File: src/design/ticket_fifo_with_history_stack_assert.svh
// Assertion macros shared by the ticket queue design.
// Each macro is clocked on clock and disabled while reset is high.
`ifndef TICKET_FIFO_WITH_HISTORY_STACK_ASSERT_SVH
`define TICKET_FIFO_WITH_HISTORY_STACK_ASSERT_SVH

// Consequent holds in the same cycle as the antecedent.
`define TFH_ASSERT_IMP(label, ante, cons) \
   label: assert property (@(posedge clock) disable iff (reset) (ante) |-> (cons)) \
      else $error("tfh assertion failed");

// Consequent holds in the cycle after the antecedent.
`define TFH_ASSERT_NEXT(label, ante, cons) \
   label: assert property (@(posedge clock) disable iff (reset) (ante) |=> (cons)) \
      else $error("tfh assertion failed");

`endif

File: src/design/tfh_pkg.sv
package tfh_pkg;

   // store sizes
   localparam int QUEUE_DEPTH   = 64;
   localparam int HISTORY_DEPTH = 64;

   localparam int QA_W  = $clog2(QUEUE_DEPTH);
   localparam int QC_W  = $clog2(QUEUE_DEPTH + 1);
   localparam int HA_W  = $clog2(HISTORY_DEPTH);
   localparam int HC_W  = $clog2(HISTORY_DEPTH + 1);
   localparam int CNT_W = (QC_W > HC_W) ? QC_W : HC_W;

   localparam int ID_W  = 32;

   // request op codes
   localparam logic [2:0] OP_OPEN   = 3'd0;
   localparam logic [2:0] OP_SERVE  = 3'd1;
   localparam logic [2:0] OP_SEARCH = 3'd2;
   localparam logic [2:0] OP_LIST_Q = 3'd3;
   localparam logic [2:0] OP_LIST_H = 3'd4;

   // response status codes
   localparam logic [2:0] STS_OK        = 3'd0;
   localparam logic [2:0] STS_FULL      = 3'd1;
   localparam logic [2:0] STS_DUP       = 3'd2;
   localparam logic [2:0] STS_EMPTY     = 3'd3;
   localparam logic [2:0] STS_NOT_FOUND = 3'd4;

   // search location codes
   localparam logic [1:0] LOC_NONE    = 2'd0;
   localparam logic [1:0] LOC_QUEUE   = 2'd1;
   localparam logic [1:0] LOC_HISTORY = 2'd2;

   // circular queue slot: (head + off) wrapped once at the queue depth
   function automatic logic [QA_W-1:0] qslot(input logic [QA_W-1:0] head,
                                             input logic [QC_W-1:0] off);
      logic [QC_W:0] sum;
      sum = (QC_W+1)'(head) + (QC_W+1)'(off);
      if (sum >= (QC_W+1)'(QUEUE_DEPTH)) begin
         sum = sum - (QC_W+1)'(QUEUE_DEPTH);
      end
      return sum[QA_W-1:0];
   endfunction

endpackage

File: src/design/tfh_ram.sv
// Simple dual-port RAM: one write port, one registered read port.
module tfh_ram #(
   parameter int DEPTH = 64,
   parameter int WIDTH = 32
) (
   input  logic                     clock,
   input  logic                     wr_en,
   input  logic [$clog2(DEPTH)-1:0] wr_addr,
   input  logic [WIDTH-1:0]         wr_data,
   input  logic                     rd_en,
   input  logic [$clog2(DEPTH)-1:0] rd_addr,
   output logic [WIDTH-1:0]         rd_data
);

   logic [WIDTH-1:0] mem [DEPTH];
   logic [WIDTH-1:0] rd_data_ff;

   // write port
   always_ff @(posedge clock) begin
      if (wr_en) begin
         mem[wr_addr] <= wr_data;
      end
   end

   // read port, data holds while rd_en is low
   always_ff @(posedge clock) begin
      if (rd_en) begin
         rd_data_ff <= mem[rd_addr];
      end
   end

   assign rd_data = rd_data_ff;

endmodule

File: src/design/ticket_fifo_with_history_stack.sv
// Ticket queue with a service history. Ticket IDs wait in a circular queue held in one
// RAM; served tickets are pushed onto a last-in-first-out history held in a second RAM.
// One request is processed at a time; a new request is taken as soon as the previous one
// has placed its last response word in the output register, even while that word still
// waits to be taken. Both RAMs have a registered read and one read port each, which
// sets the timing: open and search scan the queue, then the history, one entry per cycle
// with the compare pipelined behind the read, and a match ends the scan early; serve
// reads the head entry and then finishes; list queue and list history read and then emit
// each word in turn, waiting while the output is held; an unused op code gives no response.
// An open is refused at once when the queue is full, without a scan.
// The stores need no clearing after reset: only entries within the current counts are read.
`include "ticket_fifo_with_history_stack_assert.svh"

module ticket_fifo_with_history_stack (
   input  logic        clock,
   input  logic        reset,
   input  logic        req_tvalid,
   output logic        req_tready,
   input  logic [31:0] req_tdata,   // [31:0] ticket_id
   input  logic [2:0]  req_tuser,   // [2:0] op
   output logic        rsp_tvalid,
   input  logic        rsp_tready,
   output logic [31:0] rsp_tdata,   // [31:0] result_id
   output logic [5:0]  rsp_tuser,   // [2:0] status, [4:3] location, [5] history_dropped
   output logic        rsp_tlast
);

   typedef enum logic [3:0] {
      ST_IDLE,
      ST_QSCAN,
      ST_HSCAN,
      ST_SERVE_RD,
      ST_SERVE_DATA,
      ST_FINISH,
      ST_QLIST_RD,
      ST_QLIST_OUT,
      ST_HLIST_RD,
      ST_HLIST_OUT
   } state_type;

   state_type                   state_ff;
   logic [2:0]                  op_ff;
   logic [tfh_pkg::ID_W-1:0]    id_ff;
   logic [tfh_pkg::CNT_W-1:0]   n_ff;
   logic                        pend_ff;

   logic [tfh_pkg::QA_W-1:0]    head_ff;
   logic [tfh_pkg::QC_W-1:0]    qcount_ff;
   logic [tfh_pkg::HC_W-1:0]    hcount_ff;

   logic [2:0]                  res_status_ff;
   logic [tfh_pkg::ID_W-1:0]    res_id_ff;
   logic [1:0]                  res_loc_ff;
   logic                        res_drop_ff;

   logic                        rsp_valid_ff;
   logic [2:0]                  rsp_status_ff;
   logic [tfh_pkg::ID_W-1:0]    rsp_id_ff;
   logic [1:0]                  rsp_loc_ff;
   logic                        rsp_drop_ff;
   logic                        rsp_last_ff;

   logic                        q_rd_en;
   logic [tfh_pkg::QA_W-1:0]    q_rd_addr;
   logic [tfh_pkg::ID_W-1:0]    q_rd_data;
   logic                        q_wr_en;
   logic [tfh_pkg::QA_W-1:0]    q_wr_addr;
   logic                        h_rd_en;
   logic [tfh_pkg::HA_W-1:0]    h_rd_addr;
   logic [tfh_pkg::ID_W-1:0]    h_rd_data;
   logic                        h_wr_en;
   logic [tfh_pkg::HA_W-1:0]    h_wr_addr;

   logic                        out_free;
   logic                        rsp_load;
   logic                        q_issue;
   logic                        h_issue;
   logic                        q_match;
   logic                        h_match;
   logic                        q_full;
   logic                        h_full;
   logic                        q_list_last;
   logic                        h_list_last;

   // status of counters and compares
   assign out_free    = !rsp_valid_ff || rsp_tready;
   assign rsp_load    = out_free && ((state_ff == ST_FINISH) || (state_ff == ST_QLIST_OUT) ||
                                     (state_ff == ST_HLIST_OUT));
   assign q_full      = (qcount_ff == tfh_pkg::QC_W'(tfh_pkg::QUEUE_DEPTH));
   assign h_full      = (hcount_ff == tfh_pkg::HC_W'(tfh_pkg::HISTORY_DEPTH));
   assign q_issue     = (n_ff < tfh_pkg::CNT_W'(qcount_ff));
   assign h_issue     = (n_ff < tfh_pkg::CNT_W'(hcount_ff));
   assign q_match     = pend_ff && (q_rd_data == id_ff);
   assign h_match     = pend_ff && (h_rd_data == id_ff);
   assign q_list_last = ((n_ff + tfh_pkg::CNT_W'(1)) == tfh_pkg::CNT_W'(qcount_ff));
   assign h_list_last = (n_ff == tfh_pkg::CNT_W'(1));

   // drive RAM ports
   always_comb begin
      q_rd_en   = ((state_ff == ST_QSCAN) && q_issue) || (state_ff == ST_SERVE_RD) ||
                  (state_ff == ST_QLIST_RD);
      q_rd_addr = tfh_pkg::qslot(head_ff, n_ff[tfh_pkg::QC_W-1:0]);
      h_rd_en   = ((state_ff == ST_HSCAN) && h_issue) || (state_ff == ST_HLIST_RD);
      if (state_ff == ST_HLIST_RD) begin
         h_rd_addr = tfh_pkg::HA_W'(n_ff - tfh_pkg::CNT_W'(1));
      end else begin
         h_rd_addr = n_ff[tfh_pkg::HA_W-1:0];
      end
      q_wr_en   = (state_ff == ST_FINISH) && out_free && (op_ff == tfh_pkg::OP_OPEN) &&
                  (res_status_ff == tfh_pkg::STS_OK);
      q_wr_addr = tfh_pkg::qslot(head_ff, qcount_ff);
      h_wr_en   = (state_ff == ST_FINISH) && out_free && (op_ff == tfh_pkg::OP_SERVE) &&
                  (res_status_ff == tfh_pkg::STS_OK) && !res_drop_ff;
      h_wr_addr = hcount_ff[tfh_pkg::HA_W-1:0];
   end

   tfh_ram #(
      .DEPTH (tfh_pkg::QUEUE_DEPTH),
      .WIDTH (tfh_pkg::ID_W)
   ) u_queue_ram (
      .clock   (clock),
      .wr_en   (q_wr_en),
      .wr_addr (q_wr_addr),
      .wr_data (id_ff),
      .rd_en   (q_rd_en),
      .rd_addr (q_rd_addr),
      .rd_data (q_rd_data)
   );

   tfh_ram #(
      .DEPTH (tfh_pkg::HISTORY_DEPTH),
      .WIDTH (tfh_pkg::ID_W)
   ) u_history_ram (
      .clock   (clock),
      .wr_en   (h_wr_en),
      .wr_addr (h_wr_addr),
      .wr_data (res_id_ff),
      .rd_en   (h_rd_en),
      .rd_addr (h_rd_addr),
      .rd_data (h_rd_data)
   );

   // sequencer: state, counters and response register
   always_ff @(posedge clock) begin
      if (reset) begin
         state_ff     <= ST_IDLE;
         pend_ff      <= 1'b0;
         head_ff      <= '0;
         qcount_ff    <= '0;
         hcount_ff    <= '0;
         rsp_valid_ff <= 1'b0;
      end else begin
         // drop the response word once taken, unless a new one loads below
         if (rsp_tready && !rsp_load) begin
            rsp_valid_ff <= 1'b0;
         end
         case (state_ff)
            ST_IDLE: begin
               if (req_tvalid) begin
                  op_ff       <= req_tuser;
                  id_ff       <= req_tdata;
                  n_ff        <= (req_tuser == tfh_pkg::OP_LIST_H) ?
                                 tfh_pkg::CNT_W'(hcount_ff) : '0;
                  pend_ff     <= 1'b0;
                  res_id_ff   <= '0;
                  res_loc_ff  <= tfh_pkg::LOC_NONE;
                  res_drop_ff <= 1'b0;
                  case (req_tuser)
                     tfh_pkg::OP_OPEN: begin
                        if (q_full) begin
                           res_status_ff <= tfh_pkg::STS_FULL;
                           state_ff      <= ST_FINISH;
                        end else begin
                           state_ff <= ST_QSCAN;
                        end
                     end
                     tfh_pkg::OP_SERVE: begin
                        if (qcount_ff == '0) begin
                           res_status_ff <= tfh_pkg::STS_EMPTY;
                           state_ff      <= ST_FINISH;
                        end else begin
                           state_ff <= ST_SERVE_RD;
                        end
                     end
                     tfh_pkg::OP_SEARCH: begin
                        state_ff <= ST_QSCAN;
                     end
                     tfh_pkg::OP_LIST_Q: begin
                        if (qcount_ff == '0) begin
                           res_status_ff <= tfh_pkg::STS_EMPTY;
                           state_ff      <= ST_FINISH;
                        end else begin
                           state_ff <= ST_QLIST_RD;
                        end
                     end
                     tfh_pkg::OP_LIST_H: begin
                        if (hcount_ff == '0) begin
                           res_status_ff <= tfh_pkg::STS_EMPTY;
                           state_ff      <= ST_FINISH;
                        end else begin
                           state_ff <= ST_HLIST_RD;
                        end
                     end
                     default: begin
                        state_ff <= ST_IDLE;
                     end
                  endcase
               end
            end
            // scan the queue, compare in the cycle after the read
            ST_QSCAN: begin
               if (q_match) begin
                  pend_ff <= 1'b0;
                  if (op_ff == tfh_pkg::OP_OPEN) begin
                     res_status_ff <= tfh_pkg::STS_DUP;
                  end else begin
                     res_status_ff <= tfh_pkg::STS_OK;
                     res_id_ff     <= id_ff;
                     res_loc_ff    <= tfh_pkg::LOC_QUEUE;
                  end
                  state_ff <= ST_FINISH;
               end else if (q_issue) begin
                  n_ff    <= n_ff + tfh_pkg::CNT_W'(1);
                  pend_ff <= 1'b1;
               end else begin
                  n_ff     <= '0;
                  pend_ff  <= 1'b0;
                  state_ff <= ST_HSCAN;
               end
            end
            // scan the history the same way
            ST_HSCAN: begin
               if (h_match) begin
                  pend_ff <= 1'b0;
                  if (op_ff == tfh_pkg::OP_OPEN) begin
                     res_status_ff <= tfh_pkg::STS_DUP;
                  end else begin
                     res_status_ff <= tfh_pkg::STS_OK;
                     res_id_ff     <= id_ff;
                     res_loc_ff    <= tfh_pkg::LOC_HISTORY;
                  end
                  state_ff <= ST_FINISH;
               end else if (h_issue) begin
                  n_ff    <= n_ff + tfh_pkg::CNT_W'(1);
                  pend_ff <= 1'b1;
               end else begin
                  pend_ff <= 1'b0;
                  if (op_ff == tfh_pkg::OP_OPEN) begin
                     res_status_ff <= tfh_pkg::STS_OK;
                  end else begin
                     res_status_ff <= tfh_pkg::STS_NOT_FOUND;
                  end
                  state_ff <= ST_FINISH;
               end
            end
            ST_SERVE_RD: begin
               state_ff <= ST_SERVE_DATA;
            end
            ST_SERVE_DATA: begin
               res_status_ff <= tfh_pkg::STS_OK;
               res_id_ff     <= q_rd_data;
               res_drop_ff   <= h_full;
               state_ff      <= ST_FINISH;
            end
            // emit the single response and commit the state change
            ST_FINISH: begin
               if (out_free) begin
                  rsp_valid_ff  <= 1'b1;
                  rsp_status_ff <= res_status_ff;
                  rsp_id_ff     <= res_id_ff;
                  rsp_loc_ff    <= res_loc_ff;
                  rsp_drop_ff   <= res_drop_ff;
                  rsp_last_ff   <= 1'b1;
                  if (res_status_ff == tfh_pkg::STS_OK) begin
                     if (op_ff == tfh_pkg::OP_OPEN) begin
                        qcount_ff <= qcount_ff + tfh_pkg::QC_W'(1);
                     end
                     if (op_ff == tfh_pkg::OP_SERVE) begin
                        head_ff   <= tfh_pkg::qslot(head_ff, tfh_pkg::QC_W'(1));
                        qcount_ff <= qcount_ff - tfh_pkg::QC_W'(1);
                        if (!res_drop_ff) begin
                           hcount_ff <= hcount_ff + tfh_pkg::HC_W'(1);
                        end
                     end
                  end
                  state_ff <= ST_IDLE;
               end
            end
            ST_QLIST_RD: begin
               state_ff <= ST_QLIST_OUT;
            end
            // emit queue entries oldest first
            ST_QLIST_OUT: begin
               if (out_free) begin
                  rsp_valid_ff  <= 1'b1;
                  rsp_status_ff <= tfh_pkg::STS_OK;
                  rsp_id_ff     <= q_rd_data;
                  rsp_loc_ff    <= tfh_pkg::LOC_NONE;
                  rsp_drop_ff   <= 1'b0;
                  rsp_last_ff   <= q_list_last;
                  n_ff          <= n_ff + tfh_pkg::CNT_W'(1);
                  state_ff      <= q_list_last ? ST_IDLE : ST_QLIST_RD;
               end
            end
            ST_HLIST_RD: begin
               state_ff <= ST_HLIST_OUT;
            end
            // emit history entries newest first
            ST_HLIST_OUT: begin
               if (out_free) begin
                  rsp_valid_ff  <= 1'b1;
                  rsp_status_ff <= tfh_pkg::STS_OK;
                  rsp_id_ff     <= h_rd_data;
                  rsp_loc_ff    <= tfh_pkg::LOC_NONE;
                  rsp_drop_ff   <= 1'b0;
                  rsp_last_ff   <= h_list_last;
                  n_ff          <= n_ff - tfh_pkg::CNT_W'(1);
                  state_ff      <= h_list_last ? ST_IDLE : ST_HLIST_RD;
               end
            end
            default: begin
               state_ff <= ST_IDLE;
            end
         endcase
      end
   end

   assign req_tready = (state_ff == ST_IDLE);
   assign rsp_tvalid = rsp_valid_ff;
   assign rsp_tdata  = rsp_id_ff;
   assign rsp_tuser  = {rsp_drop_ff, rsp_loc_ff, rsp_status_ff};
   assign rsp_tlast  = rsp_last_ff;

   // checks on counters, writes and sequencing
   `TFH_ASSERT_IMP(a_qcount_range, 1'b1, qcount_ff <= tfh_pkg::QC_W'(tfh_pkg::QUEUE_DEPTH))
   `TFH_ASSERT_IMP(a_hcount_range, 1'b1, hcount_ff <= tfh_pkg::HC_W'(tfh_pkg::HISTORY_DEPTH))
   `TFH_ASSERT_IMP(a_qwrite_room, q_wr_en, !q_full)
   `TFH_ASSERT_IMP(a_hwrite_room, h_wr_en, !h_full && (qcount_ff != '0))
   `TFH_ASSERT_NEXT(a_leave_idle, req_tvalid && req_tready && (req_tuser <= tfh_pkg::OP_LIST_H), state_ff != ST_IDLE)

endmodule

File: config.mk
export PLATFORM = sky130hd
export DESIGN_NAME = ticket_fifo_with_history_stack
export DESIGN_NICKNAME = d
export VERILOG_FILES = /design/src/design/tfh_pkg.sv /design/src/design/tfh_ram.sv /design/src/design/ticket_fifo_with_history_stack.sv
export VERILOG_INCLUDE_DIRS = /design/src /design/src/design
export SDC_FILE = /design/constraint.sdc
export NUM_CORES = 2
export LEC_CHECK = 0
export BUFFER_PORTS_ARGS = -buffer_cell sky130_fd_sc_hd__buf_2
export CORE_MARGIN = 1.5
export CORE_UTILIZATION = 55
export DETAILED_ROUTE_END_ITERATION = 7
export PLACE_DENSITY = 0.71
export SETUP_SLACK_MARGIN = 0.2
export SLEW_MARGIN = 20
export SYNTH_ARGS = -nofsm -noshare
export SYNTH_HDL_FRONTEND = slang
export SYNTH_SLANG_ARGS = --single-unit
File: constraint.sdc
create_clock -name clock -period 7.5 [get_ports clock]
set_input_delay 1.5 -clock clock [delete_from_list [all_inputs] [get_ports clock]]
set_output_delay 1.5 -clock clock [all_outputs]
set_load 0.02 [all_outputs]
* Yosys cells after proc, flatten, opt, wreduce, memory -nomap -nowiden
Memory sizes are Yosys's and may differ from the RTL's. A register that Yosys moved wholly into a read port is not among the register bits. Cells that the tools add are included. Widths: inputs -> output; s select.
Storage, ports and cells: flip-flop bits (word level) 145, latch bits 0, memory bits (writable) 4096, bits in read-only memories 0, output and inout port bits 41, logic and storage cells 210, memories kept 2
Cells by class: $add $sub $neg 11, multiply operators 0, divide/modulo/power cells 0, $lt $le $gt $ge 5, equal/unequal tests 38, shift-type cells 0, mux-type cells 84, bitwise logic cells 2, reduce and logical (&&, ||, !) cells 50
Memory list:
- u_history_ram.mem | words 64, bits a word 32, rd ports 1, clocked after Yosys merged registers in 1, write ports 1, RTL line tfh_ram.sv:15 | logic [WIDTH-1:0] mem [DEPTH];
- u_queue_ram.mem | words 64, bits a word 32, rd ports 1, clocked after Yosys merged registers in 1, write ports 1, RTL line tfh_ram.sv:15
Operators by type and width (number):
- $mux 32 | 7
- $pmux 32 s4 | 1
- $pmux 32 s3 | 1
- $mux 7 | 10
- $eq 32x32->1 | 2
- $mux 4 | 10
- $pmux 4 s10 | 1
- $mux 3 | 13
- $pmux 7 s5 | 1
- $mux 6 | 4
- $ne 2x2->1 const B | 11
- $add 7x1->7 const B | 3
- $pmux 4 s5 | 1
- $mux 2 | 9
- $sub 6x1->6 const B | 3
- $mux 1 | 17
- $add 6x7->8 | 2
- $eq 4x3->1 const B | 4
- $ge 8x7->1 const B | 2
- $reduce_and 5->1 | 3
- $eq 7x7->1 const B | 2
- $logic_not 7->1 | 2
- $lt 7x7->1 | 2
- $sub 7x1->7 const B | 2
- other kinds (40) | 77

* Depth between registers and ports, before layout
depth in word-level cells 9, gate-level depth with buffers 17, gate-level depth less buffers 11

* Hierarchy
A second synthesis with hierarchy kept.
Unflattened totals: cell total of the unflattened synthesis 7614, area total of the unflattened synthesis 166432.1 sq um
Modules (own cells, without submodules):
- tfh_ram (u_history_ram) | instances 1, cells each 3511, area each 79359.9 sq um, sequential area each 62459.9 sq um
- tfh_ram (u_queue_ram) | instances 1, cells each 3324, area each 78833.1 sq um, sequential area each 62459.9 sq um
- ticket_fifo_with_history_stack | instances 1, cells each 779, area each 8239.2 sq um, sequential area each 4093.9 sq um

* Least setup slack after synthesis
Ideal clock, no wire load.
path kind input to register, from input port rsp_tready, to register rsp_id_ff (netlist bit rsp_tdata[0]) (enable), data arrival time 4.968 ns, data required time 6.994 ns, path slack 2.026 ns, stages on the path 3, path buffers 0, path through nand2b_1 -> inv_1 -> nor4_1
Between the ends: longest elaborated chain between the ends 3, elaborated cells between the ends (all ways) 5, those cells by class 3 x eq/ne; 2 x reduce/logical
Ends and longest elaborated chain:
- from (decl) | RTL line ticket_fifo_with_history_stack.sv:22 | input logic rsp_tready,
- $logic_or 1x1->1 (*) | RTL line ticket_fifo_with_history_stack.sv:86 | assign out_free = !rsp_valid_ff || rsp_tready;
- $ne 2x2->1 (no line)
- $reduce_and 5->1 (no line) (*)
- to (signal assigned) | RTL line ticket_fifo_with_history_stack.sv:270 | rsp_id_ff <= res_id_ff;
- to (signal assigned) | RTL line ticket_fifo_with_history_stack.sv:297 | rsp_id_ff <= q_rd_data;
- to (signal assigned) | RTL line ticket_fifo_with_history_stack.sv:313 | rsp_id_ff <= h_rd_data;
- to (decl) | RTL line ticket_fifo_with_history_stack.sv:58 | logic [tfh_pkg::ID_W-1:0] rsp_id_ff;
Every way passes the cells marked *; elsewhere a longest branch is shown, timed or not. A chain may end at the register's enable or synchronous reset.

* Worst setup path in the final report
from register n_ff[0] in the netlist's numbering, to register u_history_ram.rd_data_ff[7] (netlist: u_history_ram.rd_data[7]), read port of u_history_ram.mem, data pin
Between the ends: longest elaborated chain between the ends 3, elaborated cells between the ends (all ways) 5, those cells by class 1 x add/sub; 1 x order compare; 1 x mux; 2 x reduce/logical
Ends and longest elaborated chain:
- from (decl) | RTL line ticket_fifo_with_history_stack.sv:44 | logic [tfh_pkg::CNT_W-1:0] n_ff;
- from (signal assigned) | RTL line ticket_fifo_with_history_stack.sv:162 | n_ff <= (req_tuser == tfh_pkg::OP_LIST_H) ?
- from (signal assigned) | RTL line ticket_fifo_with_history_stack.sv:223 | n_ff <= n_ff + tfh_pkg::CNT_W'(1);
- from (signal assigned) | RTL line ticket_fifo_with_history_stack.sv:244 | n_ff <= n_ff + tfh_pkg::CNT_W'(1);
- $lt 7x7->1 | RTL line ticket_fifo_with_history_stack.sv:92 | assign h_issue = (n_ff < tfh_pkg::CNT_W'(hcount_ff));
- $logic_and 1x1->1 | RTL line ticket_fifo_with_history_stack.sv:103 | h_rd_en = ((state_ff == ST_HSCAN) && h_issue) || (state_ff == ST_HLIST_RD);
- $logic_or 1x1->1 | RTL line ticket_fifo_with_history_stack.sv:103
- to (decl) | RTL line tfh_ram.sv:16 | logic [WIDTH-1:0] rd_data_ff;
Several ways; a longest one is shown, not always the timed one.

==> results.json <==
{
  "status": "finished clean",
  "htreeDepth": 5,
  "layout.nets": 9786,
  "first_iter_violations": 15000,
  "ys_warn_count": 0,
  "powerDensity_nw_per_um2": 355,
  "start_util_pct": 55.4,
  "end_kind": "flip-flop",
  "vias": 99800,
  "tightest_slew_ns": 1.28,
  "portBuffers": 79,
  "die_w_um": 586,
  "start_kind": "flip-flop",
  "tns_ns": 0,
  "grt_pass1_vias": 97700,
  "synth_edf_count": 4279,
  "worstPathArrival_ns": 6.14,
  "postCtsHoldBufs": 0,
  "path_clk_slew_ns": 0.06,
  "syn-cell-area_sq_um": 187000,
  "max_slew_margin_pct": 14.2,
  "cts_buffer_depth": 4,
  "finalSetupViolations": 0,
  "avgSynthCellArea_sq_um": 19.7,
  "fin_ws_ns": 2.09,
  "power_leakage_nw": 69.1,
  "drive_gt1_share_pct": 23.2,
  "drv_slew": 0,
  "whs_ns": 0.534,
  "placedCellCount": 13800,
  "hold_class": "reg2reg",
  "routed_via_density": 6.84,
  "post-route-period-util_pct": 72.1,
  "ys_top_cells_by_count": "edfxtp_1 (4,279), mux2i_1 (2,086), mux4_2 (1,152)",
  "topRoutingLayerUsed": "met5",
  "area_growth_pct": 11.6,
  "ys_ff_latch": 4305,
  "die_h_um": 586,
  "crit_fanout": 72,
  "clk_latency_ns": 1.02,
  "drv_cap": 0,
  "cts_sinks": 4305,
  "yosysSeqAreaShare_pct": 69.0,
  "worstPathRequired_ns": 8.23,
  "cts_tree": "done",
  "yosys_most_used_dff": "edfxtp_1",
  "grt_overflow": 0,
  "numCtsBuffers": 426,
  "min_period_ns": 5.41,
  "cts_resized": 0,
  "dr_wl_met3_um": 62600,
  "m1WireLength_um": 198000,
  "fmax_mhz": 185,
  "r2r_slack_ns": 2.09,
  "drt_pass1_iterations": 6,
  "core_sq_um": 337000,
  "grt_max_degree": 125,
  "drc": 0,
  "synth_most_common_cell": "edfxtp_1",
  "num_rows": 213,
  "antenna_found_initial": 36,
  "rsz0062_at_grt": "no",
  "ys_top_cells_by_area": "edfxtp_1 (69%), mux4_2 (14%), mux2i_1 (11%)",
  "async_reset_ff_share_pct": 0,
  "root_buffer": "clkbuf_16",
  "wl_per_cell_um": 35.2,
  "hold_viol_final": 0,
  "grt.total_usage_pct": 29.7,
  "grt_pass1_wl_um": 719000,
  "syn_nets": 9553,
  "peakVddDrop_v": 0.000429,
  "clock-skew-final_ns": 0.0865,
  "yosys.area.top_type_share_pct": 68.7,
  "dp_hpwl_um": 310000,
  "io_pins": 80,
  "dieArea_sq_um": 344000,
  "ys_types": 64,
  "ant_nets": 0,
  "routed_wl_um": 513000,
  "dr_wl_met2_um": 230000,
  "dpl_worst_slack_ns": 1.98,
  "synth_cells": 9477,
  "power_mw": 74.1,
  "final_cells": 14600,
  "post_cts_buffers": 0,
  "gp_congestion": 0.947,
  "crit_type": "reg2reg",
  "yosys.area.top_type": "edfxtp_1"
}
[cell usage in the layout (no fill, tap or decap), drive strengths merged, types with 5 or more instances in the layout]
cell,Yosys,final
o22a,64,64
buf,402,415
nor3,81,81
nor2,261,261
a221o,27,27
clkinv,1,184
nand2,112,112
nand2b,6,6
dfxtp,26,26
nor4b,7,7
mux2i,2086,2086
or3,5,5
edfxtp,4279,4279
nand3,29,29
a21o,7,7
and3,7,7
and2,10,10
nand4,20,20
o21ai,24,24
clkinvlp,0,20
nor2b,39,39
mux4,1152,1152
a21oi,119,119
a22o,34,34
a211oi,34,34
bufinv,0,43
o22ai,91,91
a22oi,42,42
nor4,10,10
xnor2,91,91
ha,34,34
xor2,15,15
o31ai,5,5
inv,40,53
clkbuf,208,525
o221ai,73,73
diode,0,10
[power breakdown]
part	leakage, nW	total (mW)	internal, mW	switching [mW]
clock network	6.67	21.2	12.1	9.16
registers	38.8	28.7	28.2	0.419
logic	23.7	24.2	9.51	14.7
total	69.1	74.1	49.8	24.3
[worst max-delay path: stages (launching register included)]
cell      delay (ns)
edfxtp_1        0.74
inv_8           0.34
ha_4            0.83
buf_12          0.35
buf_4           0.42
mux2i_1         0.25
mux4_2          0.30
o22ai_1         0.13
nor3_1          1.05
o22ai_1         0.31
a221o_1         0.34
[sequential cells by signal, indices dropped and copies added, names as in the netlist, 32 cells and up]
signal                 cells
id_ff                     32
u_history_ram.rd_data     32
u_queue_ram.mem         2048
rsp_tdata                 32
res_id_ff                 32
u_queue_ram.rd_data       32
u_history_ram.mem       2048
[per-layer routing]
layer	GRT usage [%]	vias to the layer above
li1	-	40100
met1	43.1	53000
met2	43.8	5908
met3	7.26	813
met4	11.2	10
met5	0	-
[path summary, 6_finish.rpt]
check / start / to / cells past startpoint
worst max-delay path: n_ff[0] / u_history_ram.rd_data[7] / 10
worst min-delay path: res_loc_ff[0] / rsp_loc_ff[0] / 1
worst max register to register: n_ff[0] / u_history_ram.rd_data[7] / 10
worst min register to register: res_loc_ff[0] / rsp_loc_ff[0] / 1
[through the flow]
step | area (sq um) | util, %
CTS | 208000 | 61.7
finish | 209000 | 61.9
global placement | 194000 | 57.5
floorplan | 187000 | -
global route | 209000 | 61.9
detailed placement | 194000 | 57.6
[layout make-up]
| type | count | area (sq um) |
|---|---|---|
| flip-flops and latches | 4305 | 129000 |
| fillers | 23100 | 129000 |
| multi-input cells | 4521 | 56100 |
| clock buffers | 525 | 11100 |
| well taps | 4515 | 5650 |
| repair buffers | 415 | 4100 |
| clock inverters | 259 | 2610 |
| inverters | 41 | 161 |
| diodes | 10 | 25.0 |
[cell families after synthesis]
kind of cell / after synthesis / synth area share [%]
AND/OR/NAND/NOR: 596 / 1.45
buffers and inverters: 651 / 1.67
adder cells (fa/ha/maj): 37 / 0.260
flip-flops: 4305 / 69.0
XOR/XNOR: 106 / 0.496
AO/OA/AOI/OAI: 543 / 2.10
multiplexers: 3239 / 25.0
Power figures use the tool's default switching activity.
